--- config.mk ---
export PLATFORM = sky130hd
export DESIGN_NAME = agac_cell
export DESIGN_NICKNAME = d
export VERILOG_FILES = /design/src/rtl/agac_pkg.sv /design/src/rtl/agac_cell.sv
export SDC_FILE = /design/constraint.sdc
export NUM_CORES = 1
export LEC_CHECK = 0
export BUFFER_PORTS_ARGS = -buffer_cell sky130_fd_sc_hd__buf_2
export CORE_MARGIN = 2
export CORE_UTILIZATION = 40
export CTS_CLUSTER_DIAMETER = 50
export DETAILED_ROUTE_END_ITERATION = 8
export PLACE_DENSITY_LB_ADDON = 0.15
export SETUP_SLACK_MARGIN = 0.4
export SLEW_MARGIN = 5
export SYNTH_ARGS = -nofsm -noshare
export SYNTH_HDL_FRONTEND = slang
export SYNTH_SLANG_ARGS = --single-unit
--- constraint.sdc ---
create_clock -name clk_i -period 26.9 [get_ports clk_i]
set_clock_uncertainty 0.2 [all_clocks]
set_input_delay 1.345 -clock clk_i [delete_from_list [all_inputs] [get_ports clk_i]]
set_output_delay 1.345 -clock clk_i [all_outputs]
set_load 0.03 [all_outputs]
--- src/rtl/agac_pkg.sv ---
// ----------------------------------------------------------------------------
// agac_pkg
// Shared types and constants of the affine gap alignment cost block.
// ----------------------------------------------------------------------------
`default_nettype none

package agac_pkg;

  localparam logic CMD_PATTERN = 1'b0;
  localparam logic CMD_TEXT    = 1'b1;

  localparam int INF_VAL  = 10000000;
  localparam int INF_BITS = 25;
  localparam int ROW_BITS = 32;
  localparam int CFG_BITS = 16;

  localparam int GAP_OPEN_RST   = 6;
  localparam int GAP_EXTEND_RST = 2;
  localparam int MATCH_RST      = 0;
  localparam int MISMATCH_RST   = 4;

  typedef enum logic [1:0] {
    CFG_GAP_OPEN   = 2'd0,
    CFG_GAP_EXTEND = 2'd1,
    CFG_MATCH      = 2'd2,
    CFG_MISMATCH   = 2'd3
  } cfg_idx_e;

  typedef struct packed {
    logic       command;
    logic [7:0] symbol;
    logic       last;
  } in_item_t;

  typedef struct packed {
    logic signed [31:0] score_m;
    logic signed [31:0] score_d;
    logic signed [31:0] score_i;
  } out_item_t;

  typedef struct packed {
    logic signed [CFG_BITS-1:0] gap_extend;
    logic signed [CFG_BITS-1:0] match;
    logic signed [CFG_BITS-1:0] mismatch;
  } cost_t;

  typedef struct packed {
    logic       wr;
    logic [7:0] sym;
  } load_t;

  typedef struct packed {
    logic       valid;
    logic       first;
    logic       last;
    logic [7:0] sym;
  } wave_ctl_t;

endpackage

`default_nettype wire

--- src/rtl/agac_cell.sv ---
// ----------------------------------------------------------------------------
// agac_cell
// One pattern column of the alignment array: holds a pattern symbol and the
// previous row's M and I costs, computes one row entry per cycle.
// ----------------------------------------------------------------------------
`default_nettype none

module agac_cell #(
  parameter int SB  = 32,
  parameter int CW  = 9,
  parameter int IDX = 1
) (
  input  wire                      clk_i,
  input  wire                      rst_ni,
  input  wire logic signed [SB-1:0] oe_i,
  input  agac_pkg::cost_t          cost_i,
  input  wire logic [CW-1:0]       cnt_i,
  input  agac_pkg::load_t          load_i,
  input  wire logic [CW-1:0]       load_idx_i,
  input  agac_pkg::wave_ctl_t      ctl_i,
  input  wire logic signed [SB-1:0] left_m_i,
  input  wire logic signed [SB-1:0] left_del_i,
  input  wire logic signed [SB-1:0] left_ins_i,
  input  wire logic signed [SB-1:0] diag_i,
  input  wire logic signed [SB-1:0] border_i,
  output agac_pkg::wave_ctl_t      ctl_o,
  output logic signed [SB-1:0]     m_o,
  output logic signed [SB-1:0]     del_o,
  output logic signed [SB-1:0]     ins_o,
  output logic signed [SB-1:0]     diag_o,
  output logic signed [SB-1:0]     border_o
);
  import agac_pkg::*;

  localparam logic signed [SB-1:0] INF_S =
    (SB >= INF_BITS) ? SB'(INF_VAL) : {1'b0, {(SB-1){1'b1}}};

  function automatic logic signed [SB-1:0] sat_add(input logic signed [SB-1:0] a,
                                                   input logic signed [SB-1:0] b);
    logic signed [SB:0] s;
    s = (SB+1)'(a) + (SB+1)'(b);
    if (s[SB] != s[SB-1]) begin
      return s[SB] ? {1'b1, {(SB-1){1'b0}}} : {1'b0, {(SB-1){1'b1}}};
    end
    return s[SB-1:0];
  endfunction

  function automatic logic signed [SB-1:0] min2(input logic signed [SB-1:0] a,
                                                input logic signed [SB-1:0] b);
    return (a <= b) ? a : b;
  endfunction

  logic [7:0]           sym_q;
  logic signed [SB-1:0] m_q, i_q;
  wave_ctl_t            ctl_q;
  logic signed [SB-1:0] m_out_q, del_out_q, ins_out_q, diag_out_q, border_out_q;

  logic                 active;
  logic signed [SB-1:0] ext_x, match_x, mism_x;
  logic signed [SB-1:0] border, pm, pi, del, ins, sub, mm;

  always_comb begin
    active  = (cnt_i >= CW'(IDX));
    ext_x   = SB'(cost_i.gap_extend);
    match_x = SB'(cost_i.match);
    mism_x  = SB'(cost_i.mismatch);
    border  = sat_add(border_i, ext_x);
    pm      = ctl_i.first ? border : m_q;
    pi      = ctl_i.first ? INF_S : i_q;
    del     = min2(sat_add(left_m_i, oe_i), sat_add(left_del_i, ext_x));
    ins     = min2(sat_add(pm, oe_i), sat_add(pi, ext_x));
    sub     = (sym_q == ctl_i.sym) ? match_x : mism_x;
    mm      = min2(sat_add(diag_i, sub), min2(ins, del));
  end

  // pattern symbol and column state
  always_ff @(posedge clk_i) begin
    if (load_i.wr && (load_idx_i == CW'(IDX - 1))) begin
      sym_q <= load_i.sym;
    end
    if (ctl_i.valid && active) begin
      m_q <= mm;
      i_q <= ins;
    end
  end

  always_ff @(posedge clk_i or negedge rst_ni) begin
    if (!rst_ni) begin
      ctl_q <= '0;
    end else begin
      ctl_q <= ctl_i;
    end
  end

  // inactive columns pass the row values through
  always_ff @(posedge clk_i) begin
    m_out_q      <= active ? mm  : left_m_i;
    del_out_q    <= active ? del : left_del_i;
    ins_out_q    <= active ? ins : left_ins_i;
    diag_out_q   <= pm;
    border_out_q <= border;
  end

  assign ctl_o    = ctl_q;
  assign m_o      = m_out_q;
  assign del_o    = del_out_q;
  assign ins_o    = ins_out_q;
  assign diag_o   = diag_out_q;
  assign border_o = border_out_q;

endmodule

`default_nettype wire

## After elaboration in Yosys (flattened, before gate mapping)

Cells that the tools add are included.

| cells by class | value |
|---|---|
| divide/modulo/power cells | 0 |
| multipliers | 0 |
| reductions and logical operators | 3 |
| equality and inequality tests | 7 |
| bitwise operators | 0 |
| shifts and indexed selects | 0 |
| $lt $le $gt $ge | 5 |
| add/subtract/negate cells | 6 |
| multiplexer cells | 34 |

Operators with widths:

| operator | count |
|---|---|
| 32-bit 2-to-1 mux | 28 |
| 32-bit less-or-equal comparator | 4 |
| 32-bit by 16-bit adder with 33-bit output | 3 |
| 32-bit by 32-bit adder with 33-bit output | 3 |
| 9-bit by 1-bit greater-or-equal comparator with 1-bit output, second input constant | 1 |
| 9-bit zero test | 1 |
| 8-bit == test | 1 |
| 1-bit 2-to-1 mux | 6 |
| 1-bit inequality test | 6 |
| 1-bit logical AND | 2 |

| storage, ports and cells | value |
|---|---|
| bits in read-only memories | 0 |
| latch bits | 0 |
| logic and storage cells | 67 |
| input port bits | 280 |
| memories kept | 0 |
| RAM bits | 0 |
| flip-flop bits (word level) | 243 |

## Depth between registers and ports, before layout

| logic depth | value |
|---|---|
| word-level depth | 16 |
| depth in mapped cells | 68 |
| depth with buffers taken out | 58 |

## Worst setup path after synthesis

Ideal clock, no wire load.

| path | value |
|---|---|
| path kind | input port to flip-flop |
| start point | input port cost_i[32] (netlist name) |
| end point | register m_q[11], data pin |
| setup slack | 11570 ps |
| required time | 26432 ps |
| path buffers | 15 |
| arrival time | 14861 ps |
| stages on the path | 63 |
| cell sequence | ha_1 fa_1 a211oi_1 o21ai_0 a31oi_1 o21ai_1 a31oi_1 o21bai_1 o21a_1 buf_2 buf_2 maj3_1 mux2_2 ha_1 a21oi_1 nand2_1 a221o_1 o21a_1 [... 27 more ...] o21ai_1 clkbuf_1 clkbuf_1 clkbuf_1 nand2_1 o21a_1 ha_1 nand4_1 nor3_1 nand3_1 a211oi_1 o211a_1 or2_2 clkbuf_1 buf_2 buf_1 clkbuf_1 a31oi_1 |

| on the way | value |
|---|---|
| cells in the longest elaborated chain, start to end | 15 |
| elaborated cells between the ends (all ways) | 33 |

Ends and longest elaborated chain:

| item | line | source |
|---|---|---|
| start, declared | agac_cell.sv:16 | `input agac_pkg::cost_t cost_i,` |
| 32-bit by 16-bit adder with 33-bit output * | agac_cell.sv:41 | `s = (SB+1)'(a) + (SB+1)'(b);` |
| 32-bit 2-to-1 mux / 1-bit inequality test (equally long branches) | agac_cell.sv:43, agac_cell.sv:42 |  |
| 32-bit 2-to-1 mux / 1-bit 2-to-1 mux (equally long branches) | agac_cell.sv:42 | `if (s[SB] != s[SB-1]) begin` |
| 32-bit 2-to-1 mux * | agac_cell.sv:45 | `return s[SB-1:0];` |
| named net border[6] | agac_cell.sv:60 | `logic signed [SB-1:0] border, pm, pi, del, ins, sub, mm;` |
| 32-bit 2-to-1 mux * | agac_cell.sv:68 | `pm = ctl_i.first ? border : m_q;` |
| named net pm[6] | agac_cell.sv:60 |  |
| 32-bit by 32-bit adder with 33-bit output * | agac_cell.sv:41 |  |
| [... 3 more ...] | -- |  |
| 32-bit less-or-equal comparator | agac_cell.sv:50 | `return (a <= b) ? a : b;` |
| 32-bit 2-to-1 mux * | agac_cell.sv:50 |  |
| named net ins[22] | agac_cell.sv:60 |  |
| 32-bit less-or-equal comparator | agac_cell.sv:50 |  |
| 32-bit 2-to-1 mux * | agac_cell.sv:50 |  |
| 32-bit less-or-equal comparator | agac_cell.sv:50 |  |
| 32-bit 2-to-1 mux * | agac_cell.sv:50 |  |
| named net mm[11] | agac_cell.sv:60 |  |
| end signal, assigned | agac_cell.sv:82 | `m_q <= mm;` |
| end, declared | agac_cell.sv:54 | `logic signed [SB-1:0] m_q, i_q;` |

Mark *: on every way through the listed nets, which the timed path passes. The rest lies on a longest branch. The select of a mux whose other input is x is not followed.
A chain may end at the register's enable or synchronous reset.

## Worst setup path in the final report

| path | value |
|---|---|
| start point | input port cost_i[32] (netlist name) |
| end point | register m_out_q[21], in the netlist m_o[21] |

| on the way | value |
|---|---|
| cells in the longest elaborated chain, start to end | 16 |
| elaborated cells between the ends (all ways) | 34 |

Ends and longest elaborated chain:

| item | line | source |
|---|---|---|
| 32-bit by 16-bit adder with 33-bit output * | agac_cell.sv:41 |  |
| 32-bit 2-to-1 mux / 1-bit inequality test (equally long branches) | agac_cell.sv:43, agac_cell.sv:42 |  |
| 32-bit 2-to-1 mux / 1-bit 2-to-1 mux (equally long branches) | agac_cell.sv:42 |  |
| 32-bit 2-to-1 mux * | agac_cell.sv:45 |  |
| 32-bit 2-to-1 mux * | agac_cell.sv:68 |  |
| named net pm[12] | agac_cell.sv:60 |  |
| 32-bit by 32-bit adder with 33-bit output * | agac_cell.sv:41 |  |
| 32-bit 2-to-1 mux / 1-bit inequality test (equally long branches) | agac_cell.sv:43, agac_cell.sv:42 |  |
| [... 3 more ...] | -- |  |
| 32-bit 2-to-1 mux * | agac_cell.sv:50 |  |
| named net ins[10] | agac_cell.sv:60 |  |
| 32-bit less-or-equal comparator | agac_cell.sv:50 |  |
| 32-bit 2-to-1 mux * | agac_cell.sv:50 |  |
| 32-bit less-or-equal comparator | agac_cell.sv:50 |  |
| 32-bit 2-to-1 mux * | agac_cell.sv:50 |  |
| named net mm[21] | agac_cell.sv:60 |  |
| 32-bit 2-to-1 mux * | agac_cell.sv:97 | `m_out_q <= active ? mm : left_m_i;` |
| end signal, assigned | agac_cell.sv:97 |  |
| end, declared | agac_cell.sv:56 | `logic signed [SB-1:0] m_out_q, del_out_q, ins_out_q, diag_out_q, border_out_q;` |

Marked as above.

==> qor.tcl <==
set qor(hold_depth) 1
set qor(routed_wl_um) 118000
set qor(routed-via-count) 27600
set qor(synth_top_family_by_area) {compound AO/OA/AOI/OAI gates}
set qor(critical_path.max_stage_delay_ns) 0.89
set qor(finalSetupViolations) 0
set qor(cp_common_cell) {sky130_fd_sc_hd__ha_1}
set qor(worstRegToRegCells) 44
set qor(ant_nets) 0
set qor(max_cap_violations) 0
set qor(timing.critical_path.required_ns) 27.15
set qor(ios) 451
set qor(globalplace.congestion) 1.02
set qor(netlist_area_sq_um) 25800
set qor(total_die_area_sq_um) 66500
set qor(slew_violations) 0
set qor(path_buf_inv) 5
set qor(synth-simple-area-share_pct) 18.7
set qor(final.min_clock_period_ns) 18.33
set qor(first_global_vias) 25900
set qor(yosys_most_used_dff) {sky130_fd_sc_hd__dfxtp_1}
set qor(min_delay_worst_endpoint) {diag_o[10]}
set qor(cp_slowest_cell) {sky130_fd_sc_hd__a2bb2oi_1}
set qor(die_height_um) 258
set qor(placed_area_sq_um) 28800
set qor(clk_root_buffer_cell) {sky130_fd_sc_hd__clkbuf_16}
set qor(clk_slew_on_worst_s_h_paths_ns) 0.06
set qor(cts-resized-gates) 0
set qor(fillerInstances) 6564
set qor(critical-path-top-delay-family) {compound AO/OA/AOI/OAI gates}
set qor(post_drt_via_cell_ratio) 6.12
set qor(worstSetupStartpointType) {primary input}
set qor(io_buffer_count) 450
set qor(run_status) {finished, final reports clean}
set qor(clk_latency_ns) 0.57
set qor(grt_max_degree) 74
set qor(report.final.hold_viol_count) 0
set qor(synth_fa_ha_area_share_pct) 16.8
set qor(yosysWarningCount) 0
set qor(synth_enable_flop_cells) 72
set qor(drtIter0Drc) 2754
set qor(post_synth_mux_area_share_pct) 3.75
set qor(grt_setup_unrepaired) {no}
set qor(ys_seq_elements) 243
set qor(drt_drc_violations_left) 0
set qor(cts.path.max_buffers) 3
set qor(grt-ovfl-total) 0
set qor(tritoncts_num_sinks) 243
set qor(crit_path_end_kind) {flip-flop}
set qor(drive_gt1_share_pct) 19.7
set qor(synth_seq_area_share_pct) 21.9
set qor(wirelength_per_cell_um) 26.3
set qor(drt_pre_antenna_iters) 5
set qor(tightest_slew_ns) 1.17
set qor(worstReg2RegEnd) {m_o[21]}
set qor(synth_compound_area_share_pct) 29.7
set qor(synthesized_net_count) 3837
set qor(cts_htree_levels) 2
set qor(totalNegativeSetupSlack_ns) 0
set qor(synthDistinctLibCells) 112
set qor(die_x_um) 258
set qor(synthArstFlopShare_pct) 4.53
set qor(tritoncts.num_buffers) 38
set qor(slew_headroom_pct) 21.0
set qor(grt_first_pass_wirelength_um) 170000
set qor(floorplan.initialDensity_pct) 40.2
set qor(core-area_sq_um) 64100
set qor(gr-usage-all-layers_pct) 34.3
set qor(layout-area-overhead-vs-synth_pct) 16.7
set qor(cts_hold_buf) 0
set qor(post_synth_xor_area_fraction_pct) 5.09
set qor(tritoncts) {built}
set qor(synthesized_netlist_cell_count) 3227
set qor(crit_path_kind) {primary input to flip-flop}
set qor(timing.critical_path.arrival_ns) 18.58
set qor(syn_avg_cell_area_sq_um) 7.99
set qor(upper_clock_frequency_limit_mhz) 54.6
set qor(post_cts_buffers) 0
set qor(highest_fanout_seen_on_the_critical_path) 37
set qor(min_period_over_period_pct) 68.1
set qor(postLayoutCellArea_sq_um) 30100
set qor(hold_path.class) {flip-flop to flip-flop}
set qor(worst-r2r-setup-slack_ns) 12.76
set qor(worst_r2r_startpoint) {i_q[10]}
set qor(hpwl_um) 97800
set qor(antenna_found_initial) 9
set qor(core.rowCount) 93
set qor(nets) 4233
set qor(hold_path.startpoint) {m_q[10]}
worst register-to-register path, delay by kind of cell (launching register included):
kind            cells  cell delay [ns]
simple gates       11             3.61
buf+inv             4             1.20
mux                 1             0.27
fa+ha+maj           5             1.67
compound gates     22             6.53
flops               1             0.41
xor+xnor            1             0.17
layer usage:
layer	vias to the layer above	GRT usage, %	share of wire [%]	wire length (um)
li1	12900	-	-	-
met1	13100	43.9	41	48600
met2	1261	55.3	45	53600
met3	302	5.21	7.4	8800
met4	6	18.8	6.3	7410
met5	-	0	0.029	34
logic make-up after synthesis:
logic type | Yosys count
XOR/XNOR | 149
AND/OR/NAND/NOR | 1017
AO/OA/AOI/OAI | 1147
flip-flops | 243
multiplexers | 86
buffers and inverters | 240
adder cells (fa/ha/maj) | 345
per-stage QoR:
step	setup slack, ns	instances	utilization [%]	hold slack [ns]
final	8.57	4510	46.9	0.368
after global routing	7.61	4507	46.9	0.370
after CTS	9.09	4505	46.9	0.363
after detailed placement	8.52	4438	45.0	0.359
after global placement	8.92	4438	45.0	0.347
after floorplan	11.57	3227	-	0.269
cells in the mapped netlist, types with 23 or more instances:
cell type                  count  area [sq um]
sky130_fd_sc_hd__a211oi_1     54           405
sky130_fd_sc_hd__a21o_1      109           818
sky130_fd_sc_hd__a21oi_1     331          1660
sky130_fd_sc_hd__a31oi_1      34           213
sky130_fd_sc_hd__and2_1       32           200
sky130_fd_sc_hd__and3_1       37           231
sky130_fd_sc_hd__buf_2        42           210
sky130_fd_sc_hd__clkbuf_1     78           293
sky130_fd_sc_hd__dfxtp_1     160          3200
sky130_fd_sc_hd__edfxtp_1     72          2160
sky130_fd_sc_hd__ha_1        324          4050
sky130_fd_sc_hd__inv_1        95           357
sky130_fd_sc_hd__mux2_2       53           597
sky130_fd_sc_hd__mux2i_1      28           280
sky130_fd_sc_hd__nand2_1     321          1200
sky130_fd_sc_hd__nand2b_1     23           144
sky130_fd_sc_hd__nand3_1      75           375
sky130_fd_sc_hd__nand4_1      44           275
sky130_fd_sc_hd__nor2_1      267          1000
sky130_fd_sc_hd__nor2b_1      46           288
sky130_fd_sc_hd__nor3_1       73           365
sky130_fd_sc_hd__o211ai_1     47           353
sky130_fd_sc_hd__o21a_1       59           443
sky130_fd_sc_hd__o21ai_0     185           926
sky130_fd_sc_hd__o21ai_1      24           120
sky130_fd_sc_hd__o21bai_1     26           195
sky130_fd_sc_hd__o22ai_1      29           181
sky130_fd_sc_hd__xnor2_1      79           692
sky130_fd_sc_hd__xor2_1       69           604
registers in the layout, summed over array words and instances (netlist names):
name	count
border_o	32
diag_o	32
i_q	32
sym_q	8
ctl_o	11
m_o	32
m_q	32
ins_o	32
del_o	32
final cells by class:
type | instances | area [sq um] | share of cell area, %
clock inverter | 18 | 155 | 0.516
clock buffer | 49 | 1090 | 3.61
tap | 855 | 1070 | 3.56
antenna | 5 | 12.5 | 0.0416
sequential | 243 | 5640 | 18.7
timing repair buffer | 500 | 2630 | 8.73
inverter | 96 | 360 | 1.20
multi-input combinational | 2744 | 19100 | 63.6
worst max-delay path by stage:
| stage | start | endpoint | slack [ns] | cells past startpoint |
|---|---|---|---|---|
| after floorplan | cost_i[32] | m_q[11] | 11.57 | 63 |
| after global placement | cost_i[32] | m_o[9] | 8.92 | 59 |
| after detailed placement | cost_i[32] | m_o[6] | 8.52 | 57 |
| after CTS | cost_i[32] | m_o[6] | 9.09 | 57 |
| after global routing | cost_i[32] | m_o[6] | 7.61 | 59 |
| final | cost_i[32] | m_o[21] | 8.57 | 58 |
layout by cell type (no fill, tap or decap), drive strengths merged, types with 23 or more instances in the layout:
master	n
a211oi	61
a21o	109
a21oi	338
a31oi	34
and2	32
and3	38
buf	500
clkbuf	49
dfxtp	160
edfxtp	72
ha	324
inv	103
mux2	55
mux2i	31
nand2	323
nand2b	23
nand3	75
nand4	45
nor2	269
nor2b	46
nor3	77
o211ai	51
o21a	59
o21ai	215
o21bai	26
o22ai	29
o31ai	23
xnor2	80
xor2	69
Power is left out: the tool's default activity adds up to more than one toggle a clock period on the data nets, which glitch-free logic cannot reach.
